--- config.mk ---
export PLATFORM = sky130hd
export DESIGN_NAME = dcc_track_signal_generator_core
export DESIGN_NICKNAME = d
export VERILOG_FILES = /design/src/dcc_pkg.sv /design/src/dcc_queue.sv /design/src/dcc_tx.sv /design/src/dcc_out_buf.sv /design/src/dcc_track_signal_generator_core.sv
export SDC_FILE = /design/constraint.sdc
export NUM_CORES = 1
export LEC_CHECK = 0
export ABC_CLOCK_PERIOD_IN_PS = 4550
export BUFFER_PORTS_ARGS = -buffer_cell sky130_fd_sc_hd__buf_4
export CAP_MARGIN = 20
export CORE_MARGIN = 2
export CORE_UTILIZATION = 45
export CTS_CLUSTER_DIAMETER = 200
export CTS_CLUSTER_SIZE = 28
export DETAILED_ROUTE_END_ITERATION = 16
export PLACE_DENSITY = 0.66
export SYNTH_ARGS = -nofsm -noshare
export SYNTH_HDL_FRONTEND = slang
export SYNTH_SLANG_ARGS = --single-unit
--- constraint.sdc ---
create_clock -name aclk -period 4.55 [get_ports aclk]
set_input_delay 0.2275 -clock aclk [delete_from_list [all_inputs] [get_ports aclk]]
set_output_delay 0.2275 -clock aclk [all_outputs]
set_load 0.02 [all_outputs]
--- src/dcc_pkg.sv ---
// Shared types and constants for the DCC track signal generator.
// No dependencies; imported by every module of the block.
package dcc_pkg;

    localparam int CFG_IDX_W  = 1;
    localparam int CFG_DATA_W = 6;

    localparam logic [CFG_IDX_W-1:0] REG_PREAMBLE = 1'b0;
    localparam logic [CFG_IDX_W-1:0] REG_CUTOUT   = 1'b1;

    localparam logic [5:0] PRE_RESET   = 6'd16;
    localparam logic [5:0] PRE_MIN     = 6'd10;
    localparam logic [5:0] PRE_MAX     = 6'd40;
    localparam logic [5:0] CUTOUT_SKIP = 6'd4;

    localparam logic [3:0] BIT_LAST  = 4'd8;
    localparam logic [3:0] BIT_COUNT = 4'd9;

    localparam logic [4:0] PH_START    = 5'd0;
    localparam logic [4:0] PH_CUT_ON   = 5'd1;
    localparam logic [4:0] PH_ONE_LOW  = 5'd2;
    localparam logic [4:0] PH_ONE_END  = 5'd3;
    localparam logic [4:0] PH_ZERO_LOW = 5'd4;
    localparam logic [4:0] PH_ZERO_END = 5'd7;
    localparam logic [4:0] PH_CUT_END  = 5'd16;

    localparam int         IDLE_LEN  = 3;
    localparam logic [7:0] IDLE_FILL = 8'hFF;
    localparam logic [7:0] IDLE_MID  = 8'h00;

    typedef struct packed {
        logic [13:0] address;
        logic [3:0]  kind;
        logic [7:0]  id;
    } tags_t;

    typedef struct packed {
        logic       nonempty;
        logic [7:0] cur_byte;
        logic [7:0] repeats;
        tags_t      tags;
    } queue_status_t;

    typedef struct packed {
        tags_t tags;
        logic  tag_valid;
        logic  cutout;
        logic  level;
    } tx_result_t;

    typedef struct packed {
        logic        load_accepted;
        logic [13:0] tag_address;
        logic [3:0]  tag_kind;
        logic [7:0]  tag_id;
        logic        tag_valid;
        logic        receive_enable;
        logic        cutout_active;
        logic        track_level;
    } out_word_t;

endpackage

--- src/dcc_queue.sv ---
// Packet queue: byte and descriptor memories, load path and dequeue.
// Depends on dcc_pkg.
module dcc_queue #(
    parameter int MAX_PACKET_BYTES = 8,
    parameter int QUEUE_SLOTS      = 8
) (
    input  logic                                  aclk,
    input  logic                                  aresetn,
    input  logic                                  load,
    input  logic [7:0]                            data_byte,
    input  logic                                  last_byte,
    input  logic [7:0]                            repeat_count,
    input  dcc_pkg::tags_t                        load_tags,
    output logic                                  load_accepted,
    input  logic                                  deq,
    input  logic [$clog2(MAX_PACKET_BYTES)-1:0]   byte_index,
    output dcc_pkg::queue_status_t                status,
    output logic [$clog2(MAX_PACKET_BYTES+1)-1:0] head_len
);
    import dcc_pkg::*;

    localparam int PS   = QUEUE_SLOTS + 1;
    localparam int SW   = $clog2(PS);
    localparam int IW   = $clog2(MAX_PACKET_BYTES);
    localparam int LW   = $clog2(MAX_PACKET_BYTES + 1);
    localparam int CNTW = $clog2(QUEUE_SLOTS + 1);
    localparam int BD   = PS * (2 ** IW);
    localparam int MW   = LW + 8 + $bits(tags_t);

    logic [7:0]    byte_mem [BD];
    logic [MW-1:0] meta_mem [PS];

    logic [SW-1:0]   head_reg, head_next;
    logic [SW-1:0]   send_slot_reg, send_slot_next;
    logic [CNTW-1:0] count_reg, count_next;
    logic [LW-1:0]   cursor_reg, cursor_next;
    logic            dropping_reg, dropping_next;
    logic [7:0]      byte_rd_reg;
    logic [MW-1:0]   meta_rd_reg;

    logic [SW:0]     tail_sum;
    logic [SW-1:0]   tail;
    logic            byte_we, meta_we;
    logic [MW-1:0]   meta_wdata;
    logic [LW-1:0]   cursor_inc;

    always_comb begin
        tail_sum = {1'b0, head_reg} + (SW+1)'(count_reg);
        if (tail_sum >= (SW+1)'(PS)) begin
            tail = SW'(tail_sum - (SW+1)'(PS));
        end else begin
            tail = tail_sum[SW-1:0];
        end
    end

    always_comb begin
        head_next      = head_reg;
        send_slot_next = send_slot_reg;
        count_next     = count_reg;
        cursor_next    = cursor_reg;
        dropping_next  = dropping_reg;
        byte_we        = 1'b0;
        meta_we        = 1'b0;
        load_accepted  = 1'b0;
        cursor_inc     = cursor_reg;
        if (cursor_reg < LW'(MAX_PACKET_BYTES)) begin
            cursor_inc = cursor_reg + LW'(1);
        end
        meta_wdata = {cursor_inc, repeat_count, load_tags};
        if (load) begin
            if (dropping_reg || (cursor_reg == '0 && count_reg >= CNTW'(QUEUE_SLOTS))) begin
                dropping_next = !last_byte;
                if (last_byte) begin
                    cursor_next = '0;
                end
            end else begin
                if (cursor_reg < LW'(MAX_PACKET_BYTES)) begin
                    byte_we       = 1'b1;
                    load_accepted = 1'b1;
                end
                cursor_next = cursor_inc;
                if (last_byte) begin
                    meta_we     = 1'b1;
                    count_next  = count_reg + CNTW'(1);
                    cursor_next = '0;
                end
            end
        end
        if (deq) begin
            send_slot_next = head_reg;
            head_next      = (head_reg == SW'(PS - 1)) ? '0 : head_reg + SW'(1);
            count_next     = count_reg - CNTW'(1);
        end
    end

    always_ff @(posedge aclk) begin
        if (!aresetn) begin
            head_reg      <= '0;
            send_slot_reg <= '0;
            count_reg     <= '0;
            cursor_reg    <= '0;
            dropping_reg  <= 1'b0;
        end else begin
            head_reg      <= head_next;
            send_slot_reg <= send_slot_next;
            count_reg     <= count_next;
            cursor_reg    <= cursor_next;
            dropping_reg  <= dropping_next;
        end
    end

    always_ff @(posedge aclk) begin
        if (byte_we) begin
            byte_mem[{tail, cursor_reg[IW-1:0]}] <= data_byte;
        end
        byte_rd_reg <= byte_mem[{send_slot_reg, byte_index}];
    end

    // forward a descriptor written to the slot being read
    always_ff @(posedge aclk) begin
        if (meta_we) begin
            meta_mem[tail] <= meta_wdata;
        end
        if (meta_we && tail == head_reg) begin
            meta_rd_reg <= meta_wdata;
        end else begin
            meta_rd_reg <= meta_mem[head_reg];
        end
    end

    assign status.nonempty = (count_reg != '0);
    assign status.cur_byte = byte_rd_reg;
    assign status.repeats  = meta_rd_reg[$bits(tags_t) +: 8];
    assign status.tags     = meta_rd_reg[$bits(tags_t)-1:0];
    assign head_len        = meta_rd_reg[MW-1 -: LW];

endmodule

--- src/dcc_tx.sv ---
// Waveform sequencer: tick phases, preamble, bit and byte position, cutout.
// Depends on dcc_pkg; bytes and descriptors come from dcc_queue.
module dcc_tx #(
    parameter int MAX_PACKET_BYTES = 8
) (
    input  logic                                  aclk,
    input  logic                                  aresetn,
    input  logic                                  tick,
    input  logic [5:0]                            preamble_bits,
    input  logic                                  cutout_enable,
    input  dcc_pkg::queue_status_t                status,
    input  logic [$clog2(MAX_PACKET_BYTES+1)-1:0] head_len,
    output logic                                  deq,
    output logic [$clog2(MAX_PACKET_BYTES)-1:0]   byte_index,
    output dcc_pkg::tx_result_t                   result
);
    import dcc_pkg::*;

    localparam int IW = $clog2(MAX_PACKET_BYTES);
    localparam int LW = $clog2(MAX_PACKET_BYTES + 1);

    logic [4:0]    phase_reg, phase_next;
    logic          bit_reg, bit_next;
    logic          level_reg, level_next;
    logic          pend_reg, pend_next;
    logic          now_reg, now_next;
    logic [5:0]    pre_left_reg, pre_left_next;
    logic [3:0]    bit_idx_reg, bit_idx_next;
    logic [IW-1:0] byte_idx_reg, byte_idx_next;
    logic          idle_reg, idle_next;
    logic [LW-1:0] len_reg, len_next;
    logic [7:0]    rep_reg, rep_next;
    tags_t         tags_reg, tags_next;

    logic [5:0]    pre_eff;
    logic [7:0]    cur_byte;
    logic [3:0]    bit_sel;
    logic [3:0]    bit_idx_inc;
    logic [LW-1:0] byte_idx_inc;
    logic          tag_valid;

    always_comb begin
        if (preamble_bits < PRE_MIN) begin
            pre_eff = PRE_MIN;
        end else if (preamble_bits > PRE_MAX) begin
            pre_eff = PRE_MAX;
        end else begin
            pre_eff = preamble_bits;
        end
    end

    always_comb begin
        if (idle_reg) begin
            cur_byte = (byte_idx_reg == IW'(1)) ? IDLE_MID : IDLE_FILL;
        end else begin
            cur_byte = status.cur_byte;
        end
        bit_sel      = BIT_LAST - bit_idx_reg;
        bit_idx_inc  = bit_idx_reg + 4'd1;
        byte_idx_inc = LW'(byte_idx_reg) + LW'(1);
    end

    always_comb begin
        phase_next    = phase_reg;
        bit_next      = bit_reg;
        level_next    = level_reg;
        pend_next     = pend_reg;
        now_next      = now_reg;
        pre_left_next = pre_left_reg;
        bit_idx_next  = bit_idx_reg;
        byte_idx_next = byte_idx_reg;
        idle_next     = idle_reg;
        len_next      = len_reg;
        rep_next      = rep_reg;
        tags_next     = tags_reg;
        tag_valid     = 1'b0;
        deq           = 1'b0;
        if (tick) begin
            case (phase_reg)
                PH_START: begin
                    level_next = 1'b1;
                    phase_next = PH_CUT_ON;
                    if (pre_left_reg != '0) begin
                        bit_next = 1'b1;
                        if (pre_left_reg == pre_eff && cutout_enable) begin
                            pend_next     = 1'b1;
                            pre_left_next = pre_left_reg - CUTOUT_SKIP;
                        end else begin
                            pre_left_next = pre_left_reg - 6'd1;
                        end
                    end else begin
                        if (bit_idx_reg == '0 || bit_idx_reg > BIT_LAST) begin
                            bit_next = 1'b0;
                        end else begin
                            bit_next = cur_byte[bit_sel[2:0]];
                        end
                        bit_idx_next = bit_idx_inc;
                        if (bit_idx_inc >= BIT_COUNT) begin
                            bit_idx_next = '0;
                            if (byte_idx_inc >= len_reg) begin
                                byte_idx_next = '0;
                                pre_left_next = pre_eff + 6'd1;
                                if (rep_reg != '0) begin
                                    rep_next = rep_reg - 8'd1;
                                end else if (status.nonempty) begin
                                    deq       = 1'b1;
                                    idle_next = 1'b0;
                                    len_next  = head_len;
                                    rep_next  = status.repeats;
                                    tags_next = status.tags;
                                end else begin
                                    idle_next = 1'b1;
                                    len_next  = LW'(IDLE_LEN);
                                    rep_next  = '0;
                                end
                            end else begin
                                byte_idx_next = byte_idx_inc[IW-1:0];
                            end
                        end
                    end
                end
                PH_CUT_ON: begin
                    if (pend_reg) begin
                        now_next = 1'b1;
                    end
                    phase_next = PH_ONE_LOW;
                end
                PH_ONE_LOW: begin
                    if (bit_reg && !pend_reg) begin
                        level_next = 1'b0;
                    end
                    phase_next = PH_ONE_END;
                end
                PH_ONE_END: begin
                    phase_next = (bit_reg && !pend_reg) ? PH_START : PH_ZERO_LOW;
                end
                PH_ZERO_LOW: begin
                    if (!pend_reg) begin
                        level_next = 1'b0;
                    end
                    phase_next = phase_reg + 5'd1;
                end
                PH_ZERO_END: begin
                    phase_next = pend_reg ? phase_reg + 5'd1 : PH_START;
                end
                PH_CUT_END: begin
                    now_next   = 1'b0;
                    level_next = 1'b0;
                    pend_next  = 1'b0;
                    phase_next = PH_START;
                    tag_valid  = 1'b1;
                end
                default: begin
                    phase_next = (phase_reg < PH_CUT_END) ? phase_reg + 5'd1 : PH_START;
                end
            endcase
        end
    end

    always_ff @(posedge aclk) begin
        if (!aresetn) begin
            phase_reg    <= PH_START;
            bit_reg      <= 1'b0;
            level_reg    <= 1'b0;
            pend_reg     <= 1'b0;
            now_reg      <= 1'b0;
            pre_left_reg <= '0;
            bit_idx_reg  <= '0;
            byte_idx_reg <= '0;
            idle_reg     <= 1'b1;
            len_reg      <= LW'(IDLE_LEN);
            rep_reg      <= '0;
            tags_reg     <= '0;
        end else begin
            phase_reg    <= phase_next;
            bit_reg      <= bit_next;
            level_reg    <= level_next;
            pend_reg     <= pend_next;
            now_reg      <= now_next;
            pre_left_reg <= pre_left_next;
            bit_idx_reg  <= bit_idx_next;
            byte_idx_reg <= byte_idx_next;
            idle_reg     <= idle_next;
            len_reg      <= len_next;
            rep_reg      <= rep_next;
            tags_reg     <= tags_next;
        end
    end

    assign byte_index       = byte_idx_reg;
    assign result.level     = level_next;
    assign result.cutout    = now_next;
    assign result.tag_valid = tag_valid;
    assign result.tags      = tag_valid ? tags_reg : '0;

endmodule

--- src/dcc_out_buf.sv ---
// Two-entry output stage: output register plus skid register.
// Depends on dcc_pkg for the result word type.
module dcc_out_buf (
    input  logic               aclk,
    input  logic               aresetn,
    input  logic               in_valid,
    output logic               in_ready,
    input  dcc_pkg::out_word_t in_word,
    output logic               out_valid,
    input  logic               out_ready,
    output dcc_pkg::out_word_t out_word
);
    import dcc_pkg::*;

    logic      out_valid_reg, out_valid_next;
    logic      skid_valid_reg, skid_valid_next;
    out_word_t out_word_reg, out_word_next;
    out_word_t skid_word_reg, skid_word_next;
    logic      pop, push;

    assign in_ready = !skid_valid_reg;
    assign push     = in_valid && in_ready;
    assign pop      = out_valid_reg && out_ready;

    always_comb begin
        out_valid_next  = out_valid_reg;
        skid_valid_next = skid_valid_reg;
        out_word_next   = out_word_reg;
        skid_word_next  = skid_word_reg;
        if (skid_valid_reg) begin
            if (pop) begin
                out_word_next   = skid_word_reg;
                skid_valid_next = 1'b0;
            end
        end else if (push) begin
            if (!out_valid_reg || pop) begin
                out_word_next  = in_word;
                out_valid_next = 1'b1;
            end else begin
                skid_word_next  = in_word;
                skid_valid_next = 1'b1;
            end
        end else if (pop) begin
            out_valid_next = 1'b0;
        end
    end

    always_ff @(posedge aclk) begin
        if (!aresetn) begin
            out_valid_reg  <= 1'b0;
            skid_valid_reg <= 1'b0;
        end else begin
            out_valid_reg  <= out_valid_next;
            skid_valid_reg <= skid_valid_next;
        end
    end

    always_ff @(posedge aclk) begin
        out_word_reg  <= out_word_next;
        skid_word_reg <= skid_word_next;
    end

    assign out_valid = out_valid_reg;
    assign out_word  = out_word_reg;

endmodule

--- src/dcc_track_signal_generator_core.sv ---
// DCC track signal generator top level: config registers, queue, sequencer, output.
// Depends on dcc_pkg, dcc_queue, dcc_tx and dcc_out_buf.
// Result words are registered in the output stage. Throughput: one word per cycle
// unless m_tready stalls; the two-entry output stage keeps s_tready high while one
// result waits. Queue bytes and descriptors sit in memories with registered reads.
// Reset: synchronous, active low; the idle packet starts at once, queue empty.
module dcc_track_signal_generator_core #(
    parameter int MAX_PACKET_BYTES = 8,
    parameter int QUEUE_SLOTS      = 8
) (
    input  logic                           aclk,
    input  logic                           aresetn,
    input  logic                           s_tvalid,
    output logic                           s_tready,
    // data_byte[7:0], repeat_count[15:8], packet_tag[23:16], packet_kind[27:24],
    // decoder_address[41:28], zero fill[47:42]
    input  logic [47:0]                    s_tdata,
    // command[0]
    input  logic                           s_tuser,
    input  logic                           s_tlast,
    output logic                           m_tvalid,
    input  logic                           m_tready,
    // track_level[0], cutout_active[1], receive_enable[2], tag_valid[3],
    // tag_id[11:4], tag_kind[15:12], tag_address[29:16], load_accepted[30], zero[31]
    output logic [31:0]                    m_tdata,
    input  logic                           cfg_wr_en,
    input  logic [dcc_pkg::CFG_IDX_W-1:0]  cfg_index,
    input  logic [dcc_pkg::CFG_DATA_W-1:0] cfg_wr_data
);
    import dcc_pkg::*;

    localparam int IW = $clog2(MAX_PACKET_BYTES);
    localparam int LW = $clog2(MAX_PACKET_BYTES + 1);

    logic [5:0] preamble_reg;
    logic       cutout_en_reg;

    logic          accept, load, tick;
    tags_t         load_tags;
    logic          load_accepted;
    logic          deq;
    logic [IW-1:0] byte_index;
    logic [LW-1:0] head_len;
    queue_status_t status;
    tx_result_t    tx_res;
    out_word_t     in_word, out_word;

    always_ff @(posedge aclk) begin
        if (!aresetn) begin
            preamble_reg  <= PRE_RESET;
            cutout_en_reg <= 1'b0;
        end else if (cfg_wr_en) begin
            case (cfg_index)
                REG_PREAMBLE: preamble_reg  <= cfg_wr_data[5:0];
                REG_CUTOUT:   cutout_en_reg <= cfg_wr_data[0];
                default: ;
            endcase
        end
    end

    assign accept            = s_tvalid && s_tready;
    assign load              = accept && s_tuser;
    assign tick              = accept && !s_tuser;
    assign load_tags.id      = s_tdata[23:16];
    assign load_tags.kind    = s_tdata[27:24];
    assign load_tags.address = s_tdata[41:28];

    dcc_queue #(
        .MAX_PACKET_BYTES(MAX_PACKET_BYTES),
        .QUEUE_SLOTS     (QUEUE_SLOTS)
    ) u_queue (
        .aclk         (aclk),
        .aresetn      (aresetn),
        .load         (load),
        .data_byte    (s_tdata[7:0]),
        .last_byte    (s_tlast),
        .repeat_count (s_tdata[15:8]),
        .load_tags    (load_tags),
        .load_accepted(load_accepted),
        .deq          (deq),
        .byte_index   (byte_index),
        .status       (status),
        .head_len     (head_len)
    );

    dcc_tx #(
        .MAX_PACKET_BYTES(MAX_PACKET_BYTES)
    ) u_tx (
        .aclk         (aclk),
        .aresetn      (aresetn),
        .tick         (tick),
        .preamble_bits(preamble_reg),
        .cutout_enable(cutout_en_reg),
        .status       (status),
        .head_len     (head_len),
        .deq          (deq),
        .byte_index   (byte_index),
        .result       (tx_res)
    );

    assign in_word.track_level    = tx_res.level;
    assign in_word.cutout_active  = tx_res.cutout;
    assign in_word.receive_enable = tx_res.cutout;
    assign in_word.tag_valid      = tx_res.tag_valid;
    assign in_word.tag_id         = tx_res.tags.id;
    assign in_word.tag_kind       = tx_res.tags.kind;
    assign in_word.tag_address    = tx_res.tags.address;
    assign in_word.load_accepted  = load_accepted;

    dcc_out_buf u_out (
        .aclk     (aclk),
        .aresetn  (aresetn),
        .in_valid (s_tvalid),
        .in_ready (s_tready),
        .in_word  (in_word),
        .out_valid(m_tvalid),
        .out_ready(m_tready),
        .out_word (out_word)
    );

    assign m_tdata = {1'b0, out_word};

endmodule
### After elaboration in Yosys (flattened, before gate mapping)

Memories as Yosys holds them, arrays and structs flattened. A register that Yosys moved wholly into a read port is not among the register bits.
Index checks and enable logic that the tools add are counted.

| cells by class | value |
|---|---|
| add/subtract/negate cells | 14 |
| reductions and logical operators | 45 |
| multiplexer cells | 73 |
| div/mod/pow operators | 0 |
| $lt $le $gt $ge | 10 |
| shift-type cells | 0 |
| bitwise logic cells | 5 |
| equal/unequal tests | 15 |
| $mul | 0 |

Operators by type and width:

| operator | number |
|---|---|
| 31-bit two-way mux | 4 |
| 4-bit two-way mux | 12 |
| 1-bit two-way mux | 37 |
| 6-bit two-way mux | 6 |
| 5-bit case mux with 7 select lines | 1 |
| 8-bit two-way mux | 4 |
| 26-bit two-way mux | 1 |
| 4-bit by 1-bit adder with 4-bit output, second input constant | 4 |
| 2-bit nonzero test | 8 |
| 3-bit AND reduction | 5 |
| 4-bit AND reduction | 3 |
| 5-bit by 2-bit equality test with 1-bit output, second input constant | 2 |
| 5-bit by 3-bit equality test with 1-bit output, second input constant | 2 |
| 5-bit two-way mux | 2 |
| 2-bit AND reduction | 5 |
| 4-bit >= comparator, second input constant | 2 |
| 4-bit zero test | 2 |
| 8-bit nonzero test | 1 |
| 8-bit by 1-bit subtractor with 8-bit output, second input constant | 1 |
| 1-bit logical AND | 7 |
| 7-bit AND reduction | 1 |
| 6-bit by 1-bit adder with 6-bit output, second input constant | 1 |
| 6-bit equality test | 1 |
| 6-bit greater-than comparator, second input constant | 1 |
| 33 further kinds | 49 |

| storage, ports and cells | value |
|---|---|
| output and inout port bits | 34 |
| logic and storage cells | 202 |
| memory bits (read-only) | 0 |
| input port bits | 62 |
| latch bits | 0 |
| register bits | 148 |
| memory bits (writable) | 918 |
| memories | 2 |

Memories:

| memory | words | bits a word | read ports | clocked after Yosys merged registers in | wr ports | RTL line | source |
|---|---|---|---|---|---|---|---|
| u_queue.byte_mem | 72 | 8 | 1 | 1 | 1 | dcc_queue.sv:30 | `logic [7:0] byte_mem [BD];` |
| u_queue.meta_mem | 9 | 38 | 1 | 1 | 1 | dcc_queue.sv:31 | `logic [MW-1:0] meta_mem [PS];` |

### Longest topological paths before layout

Gate-level depths: netlist of run 1.

| depth | value |
|---|---|
| depth in word-level cells | 10 |
| depth in mapped cells | 19 |
| gate-level depth less buffers | 14 |

### Cells and area by module

A second synthesis of run 1 with hierarchy kept.

| second synthesis, totals | value |
|---|---|
| cell total of the unflattened synthesis | 2428 |
| area, all modules | 43918.4 um^2 |

By module, submodules not included:

| module | seq. area each (um^2) | cells each | area an instance (um^2) | instances |
|---|---|---|---|---|
| dcc_queue | 28147.0 | 1785 | 37171.9 | 1 |
| dcc_tx | 1221.2 | 496 | 3932.5 | 1 |
| dcc_out_buf | 1901.8 | 111 | 2492.4 | 1 |
| dcc_track_signal_generator_core | 140.1 | 36 | 321.6 | 1 |

### Worst setup path before layout of run 1

No wires, ideal clock.

| timing path | value |
|---|---|
| path kind | reg-to-reg |
| start | register u_queue.head_reg[0] |
| end | memory u_queue.meta_mem[4][0] (netlist name), enable pin |
| setup slack | 0.300 ns |
| buffers on the path | 0 |
| period minus slack after synthesis | 4.250 ns |
| setup time | 0.433 ns |
| required time | 4.117 ns |
| arrival | 3.817 ns |
| stages on the path, launching flop included | 10 |
| cell sequence | dfxtp_1 -> ha_1 -> fa_1 -> inv_1 -> ha_1 -> nor3_1 -> o21ai_1 -> mux2i_1 -> nand2_1 -> nor2_1 |

| between the ends | value |
|---|---|
| word-level cells in the longest chain between the ends | 3 |
| elaborated cells between the ends (all ways) | 4 |
| those cells by class | 2 x add/sub; 1 x order compare; 1 x mux |

Ends and longest elaborated chain:

| what | RTL line | source |
|---|---|---|
| from (decl) | dcc_queue.sv:33 | `logic [SW-1:0] head_reg, head_next;` |
| from (signal assigned) | dcc_queue.sv:104 | `head_reg <= head_next;` |
| 4-bit by 4-bit adder with 5-bit output * | dcc_queue.sv:48 | `tail_sum = {1'b0, head_reg} + (SW+1)'(count_reg);` |
| 4-bit subtractor / 5-bit by 4-bit >= comparator with 1-bit output (equally long branches) | dcc_queue.sv:50, dcc_queue.sv:49 |  |
| 4-bit two-way mux * | dcc_queue.sv:49 | `if (tail_sum >= (SW+1)'(PS)) begin` |
| to (decl) | dcc_queue.sv:31 |  |

Every way passes the cells marked *; elsewhere a longest branch is shown, timed or not.

### Worst setup path after layout of run 1

| timing path | value |
|---|---|
| start | register u_queue.head_reg[0] |
| end | memory u_queue.byte_mem[56][5], enable pin |

| between the ends | value |
|---|---|
| word-level cells in the longest chain between the ends | 3 |
| elaborated cells between the ends (all ways) | 4 |
| those cells by class | 2 x add/sub; 1 x order compare; 1 x mux |

Ends and longest elaborated chain:

| what | RTL line |
|---|---|
| 4-bit by 4-bit adder with 5-bit output * | dcc_queue.sv:48 |
| 4-bit subtractor / 5-bit by 4-bit >= comparator with 1-bit output (equally long branches) | dcc_queue.sv:50, dcc_queue.sv:49 |
| 4-bit two-way mux * | dcc_queue.sv:49 |
| to (decl) | dcc_queue.sv:30 |

Marks and branches as above.

==> impl_metrics.ini, run 1 <==
[yosys]
synthAdderAreaFrac = 0.00974
synth-compound-area-share = 0.0351
synth-edff-count = 978
synthFlopType = edfxtp_1
yosys.area_share.simple = 0.0458
ys.warnings.count = 0
yosys-mux-area-fraction = 0.153
yosys.area_share.xor_xnor = 0.00428
netlist-cell-type-count = 77
synth-seq-cells = 1077
syn_area_per_cell_um2 = 18.7
synthesis.nets = 2378
synth_area_um2 = 42700
synth_top_family_by_area = multiplexers
ys_seq_area_frac = 0.735
async_reset_ff_frac = 0
netlist_instances = 2284

[clock_network]
cts_buffer_depth = 3
cts_resized = 0
post-cts-setup-buffers = 0
cts_tree = yes
htreeDepth = 2
clock_sinks = 1077
cts_made_buffers = 45
clk_latency_ps = 640
cts-hold-fix-buffers = 49
root_buffer = clkbuf_16
clk_pin_slew_ps = 120

[power]
power_density_nw_per_um2 = 351
peakVddDrop_mv = 0.276
cellLeakagePower_uw = 0.0144
p_total_uw = 16400

[routing]
finalWirelength_um = 89500
dr.pass1.iters = 5
ant_nets = 0
drt-wirelength-per-cell_um = 24.3
drt_iter0_markers = 2258
vias = 21000
via_per_inst = 5.71
drc = 0

[grt]
grt_pass1_vias = 21327
grt.overflow.total = 0
antenna_found_initial = 0
grt_pass1_wl_um = 135000
grt_usage = 0.183
grt_max_degree = 145

[finish]
fillers = 7578
layout_common_cells = edfxtp_1, mux4_2, nand2_1
postLayoutCoreUtil = 0.499
fin_nets = 2485
stdcell_count = 3680
largest_reg_flops = 576
syn_to_final_growth_pct = 9.42
layout.cells.most_common = edfxtp_1
antenna_cells = 0
drive_above_1_share = 0.205

[worst_setup_path]
worstPathMaxFanout = 9
cp_slowest_cell = nor2_1
worstPathArrival_ps = 4050
start_kind = flip-flop
cp_data_required_time_ps = 4800
critPathKind = flip-flop to flip-flop
setup.worst_path.end_class = flip-flop
max_stage_delay_ps = 700
worstPathCellList = ha_1, fa_1, a21o_1, a21oi_1, o21ai_1, mux2i_1, nand2_1, nor2_1

[die]
core-area_um2 = 93600
die_y_um = 312
die_area_um2 = 97300
die_w_um = 312
start_util = 0.456
num_rows = 112
ios = 96

[hold_path]
hold_path.class = primary input to flip-flop

[sta]
skew_ps = 54.6
fmax_mhz = 263
setup_viol = 0
slew_violations = 0
rsz0062_at_grt = no
worst_pin_slew_ps = 1060
post-route-period-util = 0.837
layout_min_cycle_time_ps = 3810
relSlewSlack = 0.291
hold_viol_final = 0
final.setup.tns_ps = 0

[place]
portBuffers = 88
dp_hpwl_um = 53000
gp_congestion = 0.817
dp_cells = 3549

[run]
cap_violations = 0

[outcome]
status = completed
[power by group]
group | total, uW | switching (uW) | internal (uW)
combinational | 633 | 420 | 214
sequential | 10900 | 53.1 | 10800
clock | 4850 | 2910 | 1940
total | 16400 | 3380 | 13000
[kinds of logic after synthesis]
| logic type | after synthesis |
|---|---|
| flip-flops | 1077 |
| AND/OR/NAND/NOR | 422 |
| multiplexers | 335 |
| AO/OA/AOI/OAI | 239 |
| buffers and inverters | 158 |
| adder cells (fa/ha/maj) | 32 |
| XOR/XNOR | 20 |
| other | 1 |
[layout make-up]
type / count / area, um2 / area share
clock buffers: 78 / 1250 / 0.0268
repair buffers: 184 / 1620 / 0.0346
inverters: 34 / 128 / 0.00273
well taps: 1254 / 1570 / 0.0336
clock inverters: 4 / 90.1 / 0.00193
multi-input cells: 1049 / 10700 / 0.228
flip-flops and latches: 1077 / 31400 / 0.672
[worst max-delay path: cells and delay by family (launching register included)]
family	cells	cell delay, ps
compound gates	3	950
mux	1	330
simple gates	2	1060
fa+ha+maj	2	670
flops	1	390
[worst paths after layout]
check             slack, ps           startpoint                      end  cells past startpoint
setup reg to reg        740  u_queue.head_reg[0]  u_queue.byte_mem[56][5]                      8
hold reg to reg         440  u_queue.head_reg[2]                flip-flop                      0
hold / removal           90            cfg_index          preamble_reg[0]                      4
setup / recovery        740  u_queue.head_reg[0]  u_queue.byte_mem[56][5]                      8
[Yosys cell counts, drive strengths merged (14+ instances only)]
| cell | number | share of area |
|---|---|---|
| buf | 63 | 0.0088 |
| mux2 | 18 | 0.0048 |
| mux2i | 65 | 0.015 |
| mux4 | 252 | 0.13 |
| nand2 | 160 | 0.014 |
| nor2 | 134 | 0.012 |
| xnor2 | 14 | 0.0029 |
| clkbuf | 61 | 0.0054 |
| o21ai | 65 | 0.0077 |
| dfxtp | 99 | 0.046 |
| ha | 30 | 0.0088 |
| a21oi | 72 | 0.0084 |
| edfxtp | 978 | 0.69 |
| a21o | 33 | 0.0058 |
| nand3 | 18 | 0.0021 |
| nor3 | 15 | 0.0019 |
| inv | 34 | 0.0030 |
| and3 | 36 | 0.0053 |
[per-stage QoR]
stage	cell area (um2)	hold WS (ps)	worst slack (ps)
after global placement	44900	422	972
after detailed placement	44900	429	785
after global routing	46700	109	417
after CTS	46700	65.9	739
final	46700	93.5	742
after floorplan	42700	326	300
[routing by layer]
layer	global-route usage	up-vias	part of all wire
li1	-	9280	-
met1	0.265	10953	0.43
met2	0.301	668	0.49
met3	0.0226	99	0.060
met4	0.0408	0	0.020
met5	0	-	0
Note: power is estimated with default switching activity, not from simulation.
==> run 2: changes to the inputs <==
ABC_AREA = 1   (was not set)
ABC_CLOCK_PERIOD_IN_PS = 3350   (was 4550)
clock period = 3.35 ns   (was 4.55 ns; I/O delays follow)
==> impl_metrics.ini, run 2 <==
[worst_setup_path]
cp_data_required_time_ps = 3720
cp-endpoint = u_queue.byte_mem[54][5]
cp-startpoint = u_queue.count_reg[0]
critPathKind = flip-flop to flip-flop
r2r_slack_ps = 190
r2r-end = u_queue.byte_mem[54][5]
rr_startpoint = u_queue.count_reg[0]
reg2reg_depth = 13
setup.worst_path.end_class = flip-flop
worstPathArrival_ps = 3540
worstPathMaxFanout = 8
start_kind = flip-flop

[finish]
drive_above_1_share = 0.0967
fin_nets = 3793
layout_common_cells = edfxtp_1, nor2_1, o21ai_0
largest_reg_flops = 576
layout.cells.most_common = edfxtp_1
postLayoutCoreUtil = 0.507
syn_to_final_growth_pct = 11.3

[outcome]
status = completed

[die]
core-area_um2 = 95300
start_util = 0.455
num_rows = 113
die_area_um2 = 98900
ios = 96
die_w_um = 314
die_y_um = 314

[clock_network]
clock_sinks = 1077
clk_pin_slew_ps = 110
htreeDepth = 2
cts_buffer_depth = 3
clk_latency_ps = 650
cts_tree = yes
root_buffer = clkbuf_16
cts_made_buffers = 44

[grt]
grt_pass1_wl_um = 156000
grt.overflow.total = 0
antenna_found_initial = 2
grt_usage = 0.203
grt_pass1_vias = 26197
grt_max_degree = 168

[yosys]
synth_area_leaders = edfxtp_1, o21ai_0, nor2_1, dfxtp_1, nand2_1
synth-seq-cells = 1077
netlist_instances = 3571
async_reset_ff_frac = 0
ys.warnings.count = 0
syn_area_per_cell_um2 = 12.1
synth_top_cell_by_area = edfxtp_1
yosysMostFrequentCell = edfxtp_1
synthesis.nets = 3665
netlist_top_cells_count = edfxtp_1, nor2_1, o21ai_0
synth_top_area_frac = 0.677
ys_seq_area_frac = 0.723
synthFlopType = edfxtp_1
synth-edff-count = 978
synth_area_um2 = 43400
netlist-cell-type-count = 49

[sta]
hold_viol_final = 0
setup_ws_ps = 185
fmax_mhz = 316
skew_ps = 34.0
worst_pin_slew_ps = 1100
relSlewSlack = 0.257
layout_min_cycle_time_ps = 3160
post-route-period-util = 0.945
setup_viol = 0
slew_violations = 0

[power]
peakVddDrop_mv = 0.368
cellLeakagePower_uw = 0.0161
power_density_nw_per_um2 = 456

[routing]
finalWirelength_um = 103000
via_per_inst = 5.58
ant_nets = 0
drt-wirelength-per-cell_um = 20.7
drc = 0
drt_iter0_markers = 3295
vias = 27867
dr.pass1.iters = 6

[hold_path]
hold_path.class = primary input to flip-flop

[place]
dp_hpwl_um = 58000
portBuffers = 88
gp_congestion = 0.847
dp_slack_ps = 78.6

[run]
cap_violations = 0
==> run 2: cell types whose count changed after synthesis, moves of 18 or more <==
cell	before	now
a21o_1	33	0
and3_1	36	1
clkbuf_1	61	157
inv_1	33	116
mux2_2	18	0
mux2i_1	65	0
mux4_2	252	0
nand2_1	155	250
nand3_1	18	178
nor2_1	132	697
o211ai_1	6	58
o21ai_0	62	552
o221ai_1	10	88
o22ai_1	6	90
==> run 2: worst min path at each step <==
stage               slack [ps]      startpoint                      to  cells after the start
finish                      40        s_tvalid       u_tx.phase_reg[0]                      4
global route                40        s_tvalid       u_tx.phase_reg[0]                      4
CTS                          9        s_tvalid       u_tx.phase_reg[2]                      5
detailed placement         390  cfg_wr_data[4]         preamble_reg[4]                      3
global placement           390  cfg_wr_data[4]         preamble_reg[4]                      3
floorplan                  270      s_tdata[0]  u_queue.byte_mem[0][0]                      0
==> run 2: where the power goes <==
part           leakage (uW)  internal [uW]  switching (uW)
Combinational       0.00587            254             540
Sequential          0.00965          14700            41.8
Clock              0.000598           2520            3940
Total                0.0161          17500            4530
==> run 2: worst max-delay path: stages, from the launching register on <==
cell      delay [ps]
dfxtp_1          360
ha_1             240
fa_2             570
inv_1             70
ha_1             210
o21ai_2          210
nand2_2          110
nand3b_1         110
nand2_2          110
a21oi_4          250
nand2_2          120
buf_4            200
nor2_1           130
buf_4            200
==> run 2: layout make-up <==
| class | count | area, um2 |
|---|---|---|
| Timing Repair Buffer | 300 | 2810 |
| Clock inverter | 4 | 61.3 |
| Inverter | 134 | 517 |
| Sequential cell | 1077 | 31400 |
| Tap cell | 1265 | 1580 |
| Multi-Input combinational cell | 2142 | 10800 |
| Antenna cell | 1 | 2.50 |
| Fill cell | 8248 | 47000 |
| Clock buffer | 67 | 1190 |
==> run 2: cells by family (layout without fill, tap and decap cells) <==
logic type / count (synthesis) / in the layout / share of synthesized area
flops: 1077 / 1077 / 0.723
other cells: 1 / 2 / 0.0000865
simple gates: 1172 / 1172 / 0.111
xor+xnor: 13 / 13 / 0.00262
fa+ha+maj: 32 / 32 / 0.00958
buf+inv: 352 / 505 / 0.0321
compound gates: 924 / 924 / 0.122
==> run 2: metrics by stage <==
stage | total power, uW | cells | setup TNS [ps] | hold WS (ps) | cell area (um2)
2_1_floorplan | 15400 | 3571 | 0 | 266 | 43400
3_3_place_gp | 15800 | 4852 | 0 | 392 | 46200
3_5_place_dp | 15800 | 4852 | 0 | 393 | 46200
4_1_cts | 22100 | 4981 | 0 | 9.05 | 48100
5_1_grt | 22600 | 4989 | -136 | 41.9 | 48300
6_report | 22000 | 4990 | 0 | 38.1 | 48300
==> run 2: layer usage <==
layer,part of all wire,vias up,global-route usage
li1,-,13205,-
met1,0.44,13722,0.291
met2,0.48,817,0.332
met3,0.063,119,0.0250
met4,0.022,4,0.0514
met5,0.00022,-,0
==> run 2: what timing repair did <==
item	4_1_cts	5_1_grt
hold buffers	58	0
setup endpoints to repair	0	353
endpoints found under the hold margin	332	0
buffers inserted	0	3
resized for setup	0	14
==> run 3: changes to the inputs <==
ABC_AREA = not set   (was 1)
==> impl_metrics.ini, run 3 (synthesized netlist as in run 1, its figures left out) <==
[outcome]
status = completed

[routing]
finalWirelength_um = 90500
via_per_inst = 5.64
ant_nets = 0
drt_iter0_markers = 2056
drt-wirelength-per-cell_um = 24.0
vias = 21279
dr.pass1.iters = 7
drc = 0

[run]
cap_violations = 0

[hold_path]
holdPathEnd = u_tx.phase_reg[1]
min_delay_path_depth = 4
hold_path.class = primary input to flip-flop
hold_path.startpoint = s_tvalid

[die]
die_y_um = 312
core-area_um2 = 93600
start_util = 0.456
num_rows = 112
die_area_um2 = 97300
ios = 96
die_w_um = 312

[place]
dp_cells = 3636
gp_congestion = 0.817
dp_hpwl_um = 54700
portBuffers = 88

[worst_setup_path]
start_kind = flip-flop
r2r_slack_ps = 120
worstPathCellList = ha_1, fa_1, inv_1, ha_1, nor3_2, o21ai_2, mux2i_1, nand2_2, nor2_4, buf_12
cp_slowest_cell = fa_1
crit_top_cell = ha_1
cp_data_required_time_ps = 3660
max_stage_delay_ps = 570
worstPathArrival_ps = 3550
reg2reg_depth = 10
setup.worst_path.end_class = flip-flop
critPathKind = flip-flop to flip-flop
rr_startpoint = u_queue.count_reg[0]
r2r-end = u_queue.meta_mem[0][30]
worstPathMaxFanout = 31

[sta]
worst_pin_slew_ps = 1050
skew_ps = 41.3
layout_min_cycle_time_ps = 3230
fmax_mhz = 309
setup_viol = 0
slew_violations = 0
post-route-period-util = 0.965
hold_viol_final = 0
relSlewSlack = 0.296
final.setup.tns_ps = 0

[finish]
multiInputGateArea_um2 = 10700
antenna_cells = 0
fin_nets = 2581
stdcell_count = 3770
layout_common_cells = edfxtp_1, mux4_2, buf_4
layout.cells.most_common = edfxtp_1
fillers = 7551
seqCellArea_um2 = 31400
syn_to_final_growth_pct = 11.3
drive_above_1_share = 0.235
largest_reg_flops = 576

[clock_network]
root_buffer = clkbuf_16
clock_sinks = 1077
clk_pin_slew_ps = 110
cts_tree = yes
htreeDepth = 2
cts_buffer_depth = 3
clk_latency_ps = 650
cts_made_buffers = 44

[power]
pwr-share-seq = 0.669
p_comb_frac = 0.041
p_switching_uw = 4520
clkPwrFrac = 0.291
p_sw_frac = 0.205
power_density_nw_per_um2 = 465
cellLeakagePower_uw = 0.0148
peakVddDrop_mv = 0.446
intPower_uw = 17600

[grt]
grt_pass1_wl_um = 136000
grt_max_degree = 145
antenna_found_initial = 0
grt_pass1_vias = 21628
grt.overflow.total = 0
grt_usage = 0.183
-- run 3: cell types whose count changed in the layout (fill, tap and decap cells not counted), sizes merged, moves of 78 or more --
cell / delta
inv: -92
mux4: +252
nand3: -161
nor2: -574
nand2: -103
o21ai: -505
o221ai: -78
o22ai: -83
-- run 3: area by class of cell --
type	instances	share of cell area
Sequential cell	1077	0.661
Multi-Input combinational cell	1049	0.225
Timing Repair Buffer	281	0.0519
Tap cell	1254	0.0330
Clock buffer	71	0.0253
Inverter	34	0.00274
Clock inverter	4	0.00129
-- run 3: repair_timing --
action                                  in CTS  in global routing
hold endpoints to repair                   342                  0
resized for setup                            0                  6
hold buffers                                55                  0
buffers inserted                             0                  3
endpoints found under the setup margin       0                383
-- run 3: per-layer routing --
layer  up-vias  global-route usage  wire length [um]
li1       9451                   -                 -
met1     11212               0.263             39700
met2       526               0.306             45300
met3        90              0.0184              3990
met4         0              0.0393              1550
met5         -                   0                 0
-- run 3: power groups by stage --
stage | combinational (uW) | sequential, uW | clock, uW
floorplan | 389 | 15100 | 0
global placement | 798 | 15100 | 0
detailed placement | 838 | 15100 | 0
CTS | 898 | 14800 | 6620
global route | 969 | 14800 | 7030
finish | 897 | 14800 | 6420
-- run 3: critical path: cells and delay by family (launching register included) --
kind                     cells  cell delay [ps]
multiplexers                 1              260
flip-flops                   1              350
adder cells (fa/ha/maj)      3             1030
AO/OA/AOI/OAI                1              150
buffers and inverters        2              370
AND/OR/NAND/NOR              3              700
-- run 3: through the flow --
step	util	instance area, um2	hold WS (ps)	setup slack, ps	power, uW
3_5_place_dp	0.487	45600	408	59.5	15900
2_1_floorplan	-	42800	266	4.79	15500
5_1_grt	0.507	47500	95.8	-14.2	22800
4_1_cts	0.506	47400	52.6	35.1	22300
6_report	0.507	47500	82.2	116	22100
3_3_place_gp	0.487	45600	402	180	15900
-- run 3: how the worst max path moves through the flow --
stage	start	to	slack, ps	cells past startpoint
global route	u_queue.count_reg[0]	u_queue.byte_mem[52][3]	-10	11
floorplan	u_tx.byte_index[2]	u_queue.count_reg[3]	5	18
CTS	u_queue.count_reg[0]	u_queue.byte_mem[52][7]	40	11
finish	u_queue.count_reg[0]	u_queue.meta_mem[0][30]	120	10
global placement	u_queue.count_reg[0]	u_queue.byte_mem[52][3]	180	11
detailed placement	u_queue.count_reg[0]	u_queue.byte_mem[52][3]	60	11
